<file path="config.mk">
export PLATFORM = sky130hd
export DESIGN_NAME = serial_command_framer_top
export DESIGN_NICKNAME = d
export VERILOG_FILES = /design/src/design/scf_pkg.sv /design/src/design/serial_command_framer_top.sv /design/src/design/scf_in_reg.sv /design/src/design/scf_frame_ctl.sv /design/src/design/scf_emitter.sv
export VERILOG_INCLUDE_DIRS = /design/src /design/src/design
export SDC_FILE = /design/constraint.sdc
export NUM_CORES = 1
export LEC_CHECK = 0
export ABC_AREA = 1
export BUFFER_PORTS_ARGS = -buffer_cell sky130_fd_sc_hd__buf_4
export CAP_MARGIN = 40
export CORE_MARGIN = 2
export CORE_UTILIZATION = 40
export CTS_BUF_LIST = sky130_fd_sc_hd__clkbuf_4 sky130_fd_sc_hd__clkbuf_8
export DETAILED_ROUTE_END_ITERATION = 8
export GPL_ROUTABILITY_DRIVEN = 1
export PLACE_DENSITY = 0.59
export SLEW_MARGIN = 20
export SYNTH_ARGS = -nofsm -noshare
export SYNTH_HDL_FRONTEND = slang
export SYNTH_SLANG_ARGS = --single-unit
</file>
<file path="constraint.sdc">
create_clock -name clk -period 4.4 [get_ports clk]
set_input_delay 0.88 -clock clk [delete_from_list [all_inputs] [get_ports clk]]
set_output_delay 0.88 -clock clk [all_outputs]
set_load 0.01 [all_outputs]
</file>
<file path="src/design/assert_macros.svh">
// assert_macros.svh: assertion macros for the serial command framer.
// Used by the RTL modules that carry concurrent checks; no dependencies.
`ifndef ASSERT_MACROS_SVH
`define ASSERT_MACROS_SVH

// Property must hold at every clock edge outside reset.
`define SCF_CHECK(label, ck, rs, prop, msg) \
  label: assert property (@(posedge ck) disable iff (rs) prop) \
    else $error(msg);

// Expression must never be true outside reset.
`define SCF_NEVER(label, ck, rs, expr, msg) \
  label: assert property (@(posedge ck) disable iff (rs) !(expr)) \
    else $error(msg);

`endif

</file>
<file path="src/design/scf_pkg.sv">
// scf_pkg.sv: shared types and constants of the serial command framer.
// No dependencies; imported by every module of the block.
`timescale 1ns / 1ps
`default_nettype none

package scf_pkg;

  localparam int MAX_BEATS  = 10;               // longest burst per input beat
  localparam int BEAT_CNT_W = $clog2(MAX_BEATS + 1);

  localparam logic [7:0] HEAD0 = 8'hAA;
  localparam logic [7:0] HEAD1 = 8'h55;
  localparam logic [7:0] TAIL0 = 8'hCC;
  localparam logic [7:0] TAIL1 = 8'h33;
  localparam logic [9:0] FRAME_OVERHEAD = 10'd10;

  typedef enum logic {
    REQ_START = 1'b0,
    REQ_DATA  = 1'b1
  } req_type_t;

  typedef struct packed {
    req_type_t   req_type;
    logic [15:0] cmd_code;
    logic [8:0]  payload_len;
    logic [7:0]  data_byte;
  } scf_item_t;

  // Bytes produced by one input beat, byte 0 goes out first.
  typedef struct packed {
    logic [MAX_BEATS-1:0][7:0] bytes;
    logic [BEAT_CNT_W-1:0]     count;
    logic                      tail;   // burst ends with the frame tail
  } scf_burst_t;

endpackage

`default_nettype wire

</file>
<file path="src/design/serial_command_framer_top.sv">
// serial_command_framer_top.sv: top level of the serial command framer.
// Depends on scf_pkg, scf_in_reg, scf_frame_ctl and scf_emitter.
//
// Channel  Handshake            Beat contents
// -------  -------------------  ---------------------------------------------
// input    in_valid / in_ready  req_type, cmd_code, payload_len, data_byte
// output   out_valid/out_ready  out_byte, frame_end (high on last tail byte)
//
// Each output beat carries one frame byte. A data beat inside a frame gives
// one byte (five when it closes the frame), a start beat six bytes (ten for
// an empty payload); the output shift register sends them one byte per cycle
// while out_ready is high. Dropped data beats outside a frame give nothing.
// The input register takes one beat while a burst still drains or stalls.
// Synchronous active-high reset: no frame open, both registers empty.
`timescale 1ns / 1ps
`default_nettype none

module serial_command_framer_top
  import scf_pkg::*;
(
  input  logic        clk,
  input  logic        rst,
  input  logic        in_valid,
  output logic        in_ready,
  input  logic        req_type,
  input  logic [15:0] cmd_code,
  input  logic [8:0]  payload_len,
  input  logic [7:0]  data_byte,
  output logic        out_valid,
  input  logic        out_ready,
  output logic [7:0]  out_byte,
  output logic        frame_end
);

  scf_item_t  in_item;
  scf_item_t  item;
  logic       item_valid;
  logic       emit_free;
  logic       take;
  scf_burst_t burst;

  always_comb begin
    in_item.req_type    = req_type_t'(req_type);
    in_item.cmd_code    = cmd_code;
    in_item.payload_len = payload_len;
    in_item.data_byte   = data_byte;
  end

  // Registered beat moves on once the emitter is empty or drains this cycle.
  assign take = item_valid && emit_free;

  scf_in_reg u_in_reg (
    .clk        (clk),
    .rst        (rst),
    .in_valid   (in_valid),
    .in_ready   (in_ready),
    .in_item    (in_item),
    .item       (item),
    .item_valid (item_valid),
    .take       (take)
  );

  scf_frame_ctl u_frame_ctl (
    .clk   (clk),
    .rst   (rst),
    .item  (item),
    .take  (take),
    .burst (burst)
  );

  scf_emitter u_emitter (
    .clk       (clk),
    .rst       (rst),
    .burst     (burst),
    .load      (take),
    .free      (emit_free),
    .out_valid (out_valid),
    .out_ready (out_ready),
    .out_byte  (out_byte),
    .frame_end (frame_end)
  );

endmodule

`default_nettype wire

</file>
<file path="src/design/scf_in_reg.sv">
// scf_in_reg.sv: one-entry input register of the framer.
// Depends on scf_pkg.
`timescale 1ns / 1ps
`default_nettype none

module scf_in_reg
  import scf_pkg::*;
(
  input  logic      clk,
  input  logic      rst,
  input  logic      in_valid,
  output logic      in_ready,
  input  scf_item_t in_item,
  output scf_item_t item,
  output logic      item_valid,
  input  logic      take
);

  logic full;

  assign in_ready   = !full || take;
  assign item_valid = full;

  always_ff @(posedge clk) begin
    if (rst) begin
      full <= 1'b0;
    end else if (in_ready) begin
      full <= in_valid;
    end
  end

  always_ff @(posedge clk) begin
    if (in_valid && in_ready) begin
      item <= in_item;
    end
  end

endmodule

`default_nettype wire

</file>
<file path="src/design/scf_frame_ctl.sv">
// scf_frame_ctl.sv: frame state and burst builder of the framer.
// Depends on scf_pkg.
`timescale 1ns / 1ps
`default_nettype none

module scf_frame_ctl
  import scf_pkg::*;
(
  input  logic       clk,
  input  logic       rst,
  input  scf_item_t  item,
  input  logic       take,
  output scf_burst_t burst
);

  logic        frame_open, frame_open_next;
  logic [8:0]  bytes_left, bytes_left_next;
  logic [15:0] running_sum, running_sum_next;

  logic [9:0]  total;
  logic [7:0]  len_hi, len_lo;
  logic [9:0]  start_sum;
  logic [15:0] start_sum16;
  logic [15:0] data_sum;
  logic [8:0]  left_dec;

  always_comb begin
    total       = {1'b0, item.payload_len} + FRAME_OVERHEAD;
    len_hi      = {6'b0, total[9:8]};
    len_lo      = total[7:0];
    start_sum   = {2'b0, len_hi} + {2'b0, len_lo}
                + {2'b0, item.cmd_code[15:8]} + {2'b0, item.cmd_code[7:0]};
    start_sum16 = {6'b0, start_sum};
    data_sum    = running_sum + {8'b0, item.data_byte};
    left_dec    = bytes_left - 9'd1;

    burst            = '0;
    frame_open_next  = frame_open;
    bytes_left_next  = bytes_left;
    running_sum_next = running_sum;

    unique case (item.req_type)
      REQ_START: begin
        burst.bytes[0] = HEAD0;
        burst.bytes[1] = HEAD1;
        burst.bytes[2] = len_hi;
        burst.bytes[3] = len_lo;
        burst.bytes[4] = item.cmd_code[15:8];
        burst.bytes[5] = item.cmd_code[7:0];
        if (item.payload_len == 9'd0) begin
          // empty payload: sum and tail follow the header at once
          burst.bytes[6]   = start_sum16[15:8];
          burst.bytes[7]   = start_sum16[7:0];
          burst.bytes[8]   = TAIL0;
          burst.bytes[9]   = TAIL1;
          burst.count      = BEAT_CNT_W'(10);
          burst.tail       = 1'b1;
          frame_open_next  = 1'b0;
          bytes_left_next  = 9'd0;
          running_sum_next = 16'd0;
        end else begin
          burst.count      = BEAT_CNT_W'(6);
          frame_open_next  = 1'b1;
          bytes_left_next  = item.payload_len;
          running_sum_next = start_sum16;
        end
      end
      REQ_DATA: begin
        if (frame_open) begin
          burst.bytes[0] = item.data_byte;
          if (left_dec == 9'd0) begin
            burst.bytes[1]   = data_sum[15:8];
            burst.bytes[2]   = data_sum[7:0];
            burst.bytes[3]   = TAIL0;
            burst.bytes[4]   = TAIL1;
            burst.count      = BEAT_CNT_W'(5);
            burst.tail       = 1'b1;
            frame_open_next  = 1'b0;
            bytes_left_next  = 9'd0;
            running_sum_next = 16'd0;
          end else begin
            burst.count      = BEAT_CNT_W'(1);
            bytes_left_next  = left_dec;
            running_sum_next = data_sum;
          end
        end
        // no open frame: byte dropped, empty burst
      end
      default: begin
        burst = '0;
      end
    endcase
  end

  always_ff @(posedge clk) begin
    if (rst) begin
      frame_open  <= 1'b0;
      bytes_left  <= 9'd0;
      running_sum <= 16'd0;
    end else if (take) begin
      frame_open  <= frame_open_next;
      bytes_left  <= bytes_left_next;
      running_sum <= running_sum_next;
    end
  end

endmodule

`default_nettype wire

</file>
<file path="src/design/scf_emitter.sv">
// scf_emitter.sv: output shift register that sends a burst one byte per beat.
// Depends on scf_pkg and assert_macros.svh.
`timescale 1ns / 1ps
`default_nettype none
`include "assert_macros.svh"

module scf_emitter
  import scf_pkg::*;
(
  input  logic       clk,
  input  logic       rst,
  input  scf_burst_t burst,
  input  logic       load,
  output logic       free,
  output logic       out_valid,
  input  logic       out_ready,
  output logic [7:0] out_byte,
  output logic       frame_end
);

  logic [MAX_BEATS-1:0][7:0] sh;
  logic [BEAT_CNT_W-1:0]     count;
  logic                      tail;
  logic                      last;

  assign last      = (count == BEAT_CNT_W'(1));
  assign free      = (count == '0) || (last && out_ready);
  assign out_valid = (count != '0);
  assign out_byte  = sh[0];
  assign frame_end = tail && last;

  always_ff @(posedge clk) begin
    if (rst) begin
      count <= '0;
      tail  <= 1'b0;
    end else if (load) begin
      count <= burst.count;
      tail  <= burst.tail;
    end else if (out_valid && out_ready) begin
      count <= count - BEAT_CNT_W'(1);
    end
  end

  always_ff @(posedge clk) begin
    if (load) begin
      sh <= burst.bytes;
    end else if (out_valid && out_ready) begin
      sh <= {8'h00, sh[MAX_BEATS-1:1]};
    end
  end

  `SCF_CHECK(a_end_is_tail, clk, rst, frame_end |-> (out_byte == TAIL1), "frame end not on tail byte")
  `SCF_NEVER(a_count_bound, clk, rst, count > MAX_BEATS, "burst count out of range")
  `SCF_CHECK(a_load_count, clk, rst, load |=> (count == $past(burst.count)), "burst count lost on load")

endmodule

`default_nettype wire

</file>
After elaboration in Yosys (flattened, before gate mapping)
Cells that the tools add are included.
- register bits after elaboration: 146
- bits of input ports: 38
- output and inout bits: 11
- logic and storage cells: 69
- add/sub/neg operators: 7
- eq/ne operators: 2
- muxes and demuxes: 25
- bitwise logic cells: 1
- reduce and logical (&&, ||, !) cells: 14
- operator list (operator ; count):
    80-bit two-way mux ; 2
    45-bit case mux with 2 select lines ; 1
    30-bit two-way mux ; 2
    45-bit two-way mux ; 1
    38-bit two-way mux ; 1
    16-bit two-way mux ; 2
    16-bit case mux with 2 select lines ; 1
    9-bit two-way mux ; 3
    10-bit by 8-bit adder with 10-bit output ; 2
    9-bit logical NOT ; 2
    9-bit case mux with 2 select lines ; 1
    16-bit by 8-bit adder with 16-bit output ; 1
    4-bit two-way mux ; 3
    9-bit by 4-bit adder with 10-bit output (second input constant) ; 1
    10-bit two-way mux ; 1
    2-bit by 8-bit adder with 9-bit output ; 1
    9-bit by 1-bit subtractor with 9-bit output (second input constant) ; 1
    1-bit logical AND ; 5
    1-bit two-way mux ; 5
    4-bit by 1-bit == test with 1-bit output (second input constant) ; 1
    4-bit logical NOT ; 1
    4-bit nonzero test ; 1
    4-bit by 1-bit subtractor with 4-bit output (second input constant) ; 1
    3-bit two-way mux ; 1
    other kinds (7) ; 8

Longest topological paths before layout
- depth in word-level cells: 7
- depth in mapped cells: 26
- mapped depth without buffers: 26

Modules after synthesis
A second synthesis with hierarchy kept.
- cell total of the unflattened synthesis: 1025
- area, all modules: 8428.1 µm²
- modules (own cells, without submodules) (module ; instances ; cells each ; area each (µm²) ; seq. area each (µm²)):
    scf_emitter ; 1 ; 392 ; 3791.1 ; 2502.4
    scf_frame_ctl ; 1 ; 591 ; 3560.9 ; 520.5
    scf_in_reg ; 1 ; 40 ; 1068.5 ; 1041.0
    serial_command_framer_top ; 1 ; 2 ; 7.5 ; 0.0

Worst setup path before layout
No wires, ideal clock.
- path kind: register to register
- start: reg u_emitter.count[0]
- end: reg u_emitter.count[2]
- setup time: 0.139 ns
- data arrival time: 4.552 ns
- required time: 4.261 ns
- path slack: -0.292 ns
- stages on the path, launching flop included: 8
- path buffers: 0
- period minus slack after synthesis: 4.692 ns
- path through: dfxtp_1 inv_1 ha_1 nand2_2 o21ai_1 inv_1 a21oi_1 a31oi_2
- elaborated cells on any way between the ends: 11
- those cells by class: add/sub (1); eq/ne (1); mux (2); reduce/logical (7)
- RTL lines (what ; RTL line ; source):
    start, declared ; scf_emitter.sv:22 ; logic [BEAT_CNT_W-1:0] count;
    start signal, assigned ; scf_emitter.sv:37 ; count <= burst.count;
    start signal, assigned ; scf_emitter.sv:40 ; count <= count - BEAT_CNT_W'(1);
    4-bit nonzero test ; scf_emitter.sv:28 ; assign out_valid = (count != '0);
    named net out_valid ; serial_command_framer_top.sv:29 ; output logic out_valid,
    1-bit logical AND ; scf_emitter.sv:39 ; end else if (out_valid && out_ready) begin
    2-bit nonzero test (no line) ; n/a ;
The timed path passes the listed nets, and every way through them passes these cells. The select of a mux whose other input is x is not followed.
A chain may end at the register's enable or synchronous reset.

Final worst setup path
- start: reg u_in_reg.item[9] (netlist name)
- end: reg u_emitter.sh[49] in the netlist's numbering, data pin
- cells in the longest elaborated chain, start to end: 7
- elaborated cells on any way between the ends: 8
- those cells by class: add/sub (4); mux (3); reduce/logical (1)
- RTL lines (what ; RTL line ; source):
    9-bit by 4-bit adder with 10-bit output ; scf_frame_ctl.sv:28 ; total = {1'b0, item.payload_len} + FRAME_OVERHEAD;
    2-bit by 8-bit adder with 9-bit output ; scf_frame_ctl.sv:31 ; start_sum = {2'b0, len_hi} + {2'b0, len_lo}
    10-bit by 8-bit adder with 10-bit output (2 in a row) ; scf_frame_ctl.sv:32 ; + {2'b0, item.cmd_code[15:8]} + {2'b0, item.cmd_code[7:0]};
    30-bit two-way mux * ; scf_frame_ctl.sv:50 ; if (item.payload_len == 9'd0) begin
    38-bit two-way mux * ; scf_frame_ctl.sv:42 ; unique case (item.req_type)
    80-bit two-way mux * ; scf_emitter.sv:45 ; if (load) begin
    end signal, assigned ; scf_emitter.sv:46 ; sh <= burst.bytes;
    end signal, assigned ; scf_emitter.sv:48 ; sh <= {8'h00, sh[MAX_BEATS-1:1]};
    end, declared ; scf_emitter.sv:21 ; logic [MAX_BEATS-1:0][7:0] sh;
Mark *: on every way between the ends. The rest lies on a longest branch, timed or not.

==> flow_summary.ini <==
[setup_path]
crit_end = u_emitter.sh[49]$_DFFE_PP_
cp_num_cells = 20
criticalPathCategory = flip-flop to flip-flop
critPathCaptureType = flip-flop
path_max_fanout = 5
r2r-end = u_emitter.sh[49]$_DFFE_PP_
crit_arrival_ns = 4.24
rrSetupSlack_ns = 0.37
path_common_cell = nand2_1
r2r-start = u_in_reg.item[9]$_DFFE_PP_
critPathTopFamily = adder cells
startpoint = u_in_reg.item[9]$_DFFE_PP_
crit_buf_inv = 2
critPathMaxStageDelay_ns = 0.51
cp.required_ns = 4.61
r2r_cells = 20
cp_cell_sequence = nand2_1 -> nand2_1 -> nand2_1 -> nor2_2 -> nand3_1 -> xor2_2 -> ha_1 -> inv_1 -> fa_1 -> nor3_2 -> nand3_1 -> xor2_1 -> fa_1 -> inv_1 -> ha_1 -> a21oi_1 -> nand3_2 -> nand2_1 -> a21oi_2 -> a22o_1
slowest_stage = fa_1
startpoint_type = flip-flop

[finish]
final_common_cell = nand2_1
area_growth_pct = 14.0
fill_cells = 1699
multi_input_area_sq_um = 2970
fin_util = 0.469
n_antenna_cell = 0
fin_nets = 881
final_cell_mix = 167 x nand2_1, 100 x inv_1, 100 x edfxtp_1, 57 x buf_4, 47 x nor2_1
seqCellArea_sq_um = 3640
layout-drive-gt1-share = 0.157

[sta]
fmax_mhz = 248
rsz0062_at_grt = false
drv_slew = 0
layout_setup_ws_ns = 0.374
setup_viol = 0
hold_violations = 0
period_share = 0.915
min_period_ns = 4.03
skew_ns = 0.0118
tns_ns = 0
worst_slew_pin_slew_ns = 0.714
relSlewSlack = 0.524
hold_ws_ns = 0.475

[die]
io_pins = 49
die-area_sq_um = 19000
die_x_microns = 138
start_util = 0.412
row_count = 48
die_y_microns = 138
core_sq_um = 17400

[drt]
vias_per_cell = 5.02
drt_drc_violations_left = 0
drtIter0Drc = 368
first_pass_iters = 5
via_count = 5249
avgRoutedWirePerCell_microns = 16.3
totalWireLength_microns = 17100
ant_nets = 0

[yosys]
syn_nets = 832
synth_warnings = 0
synth_edf_count = 100
syn_area_sq_um = 7170
synthTopCellsByArea = edfxtp_1 42%, dfxtp_1 8.9%, nand2_1 8.7%
synth_cell_types = 50
syn_inst = 759
synth-async-reset-ratio = 0
ys_ff_latch = 132
synth.avg_cell_area_sq_um = 9.45
synth_top_area_frac = 0.419
synthFlopType = edfxtp_1
yosysTopAreaCell = edfxtp_1
seq_area_frac_synth = 0.508

[clock_network]
clk_latency_ns = 0.46
cts_buffers = 17
cts_hold_buf = 0
cts.clk_slew.worst_paths_ns = 0.07
cts_tree = yes
clk_path_buf_depth = 2
cts_max_level = 4
cts_root_buf = clkbuf_8
clock_sink_count = 132

[pwr]
p_leak_nw = 3.58
ir_drop_uv = 369
power_density_nw_per_um2 = 658
fin_total_pwr_w = 0.00538

[job]
maxCapViolCount = 0

[global_routing]
antenna_found_initial = 0
overflow = 0
grt_max_degree = 52
grt_first_pass_wirelength_microns = 26900
grt_util_all_layers = 0.192
grt_pass1_vias = 5062

[min_path]
hold_path_class = flip-flop to flip-flop

[placement]
place.gp.congestion = 0.923
dp_hpwl_microns = 12300
portBuffers = 48
place_ws_ns = 0.142

[run_status]
outcome = completed
[layout make-up]
cell class	instances	share of cell area
sequential	132	0.446
inverter	108	0.0505
clock inverter	10	0.0191
timing repair buffer	57	0.0524
multi-input combinational	492	0.364
tap	225	0.0345
clock buffer	22	0.0340
[cells by family (layout without fill, tap and decap cells)]
group                    Yosys count  count (layout)  synth area share
buffers and inverters            135             197            0.0824
adder cells (fa/ha/maj)           35              35            0.0726
XOR/XNOR                          27              27            0.0356
AO/OA/AOI/OAI                    129             129             0.110
flip-flops                       132             132             0.508
AND/OR/NAND/NOR                  301             301             0.192
[routing by layer]
layer  track usage  up-vias  part of all wire  wire, microns
met2         0.313      131              0.47           8020
met1         0.256     2481              0.47           7980
met5             0        -                 0              0
met4        0.0454        0             0.012            200
li1              -     2625                 -              -
met3        0.0512       12             0.052            888
[through the flow]
| stage | cells | instance area [sq um] |
|---|---|---|
| floorplan | 759 | 7170 |
| detailed placement | 1010 | 7680 |
| finish | 1046 | 8170 |
| CTS | 1042 | 8120 |
| global route | 1046 | 8170 |
| global placement | 1010 | 7680 |
[worst min path at each step]
stage                                      from                           to  cells after the start
finish              u_emitter.tail$_SDFFE_PP0P_  u_emitter.tail$_SDFFE_PP0P_                      2
global route        u_emitter.tail$_SDFFE_PP0P_  u_emitter.tail$_SDFFE_PP0P_                      2
CTS                 u_emitter.tail$_SDFFE_PP0P_  u_emitter.tail$_SDFFE_PP0P_                      2
detailed placement  u_emitter.tail$_SDFFE_PP0P_  u_emitter.tail$_SDFFE_PP0P_                      2
global placement    u_emitter.tail$_SDFFE_PP0P_  u_emitter.tail$_SDFFE_PP0P_                      2
floorplan           u_emitter.tail$_SDFFE_PP0P_  u_emitter.tail$_SDFFE_PP0P_                      2
[worst min-delay path, cell delays in order, from the launching register on]
cell	delay [ns]
dfxtp_1	0.31
nand2_1	0.06
a21oi_1	0.06
[Yosys cell counts (8+ instances only)]
cell	instances
nand2_1	167
edfxtp_1	100
inv_1	100
nor2_1	48
o21ai_0	45
nand3_1	44
a21oi_1	36
dfxtp_1	32
ha_1	24
xor2_1	17
fa_1	11
a22o_1	9
nand4_1	9
xnor2_1	9
buf_4	8
o211ai_1	8
[what timing repair did]
item                                    CTS  global route
endpoints found under the setup margin    0             9
gates resized for setup                   0             7
setup buffers                             0             4
[state kept, by name, indices dropped and copies added (netlist names)]
name	flops
u_emitter.sh	58
u_in_reg.item	34
u_frame_ctl.running_sum	16
u_frame_ctl.bytes_left	9
u_emitter.out_byte	8
u_emitter.count	4
u_emitter.tail	1
u_frame_ctl.frame_open	1
u_in_reg.item_valid	1
[where the power goes]
part	switching (W)	leakage (nW)	internal (W)
combinational	0.00130	2.13	0.000754
sequential	0.000200	1.23	0.00198
clock	0.000490	0.216	0.000654
Power figures use the tool's default switching activity.
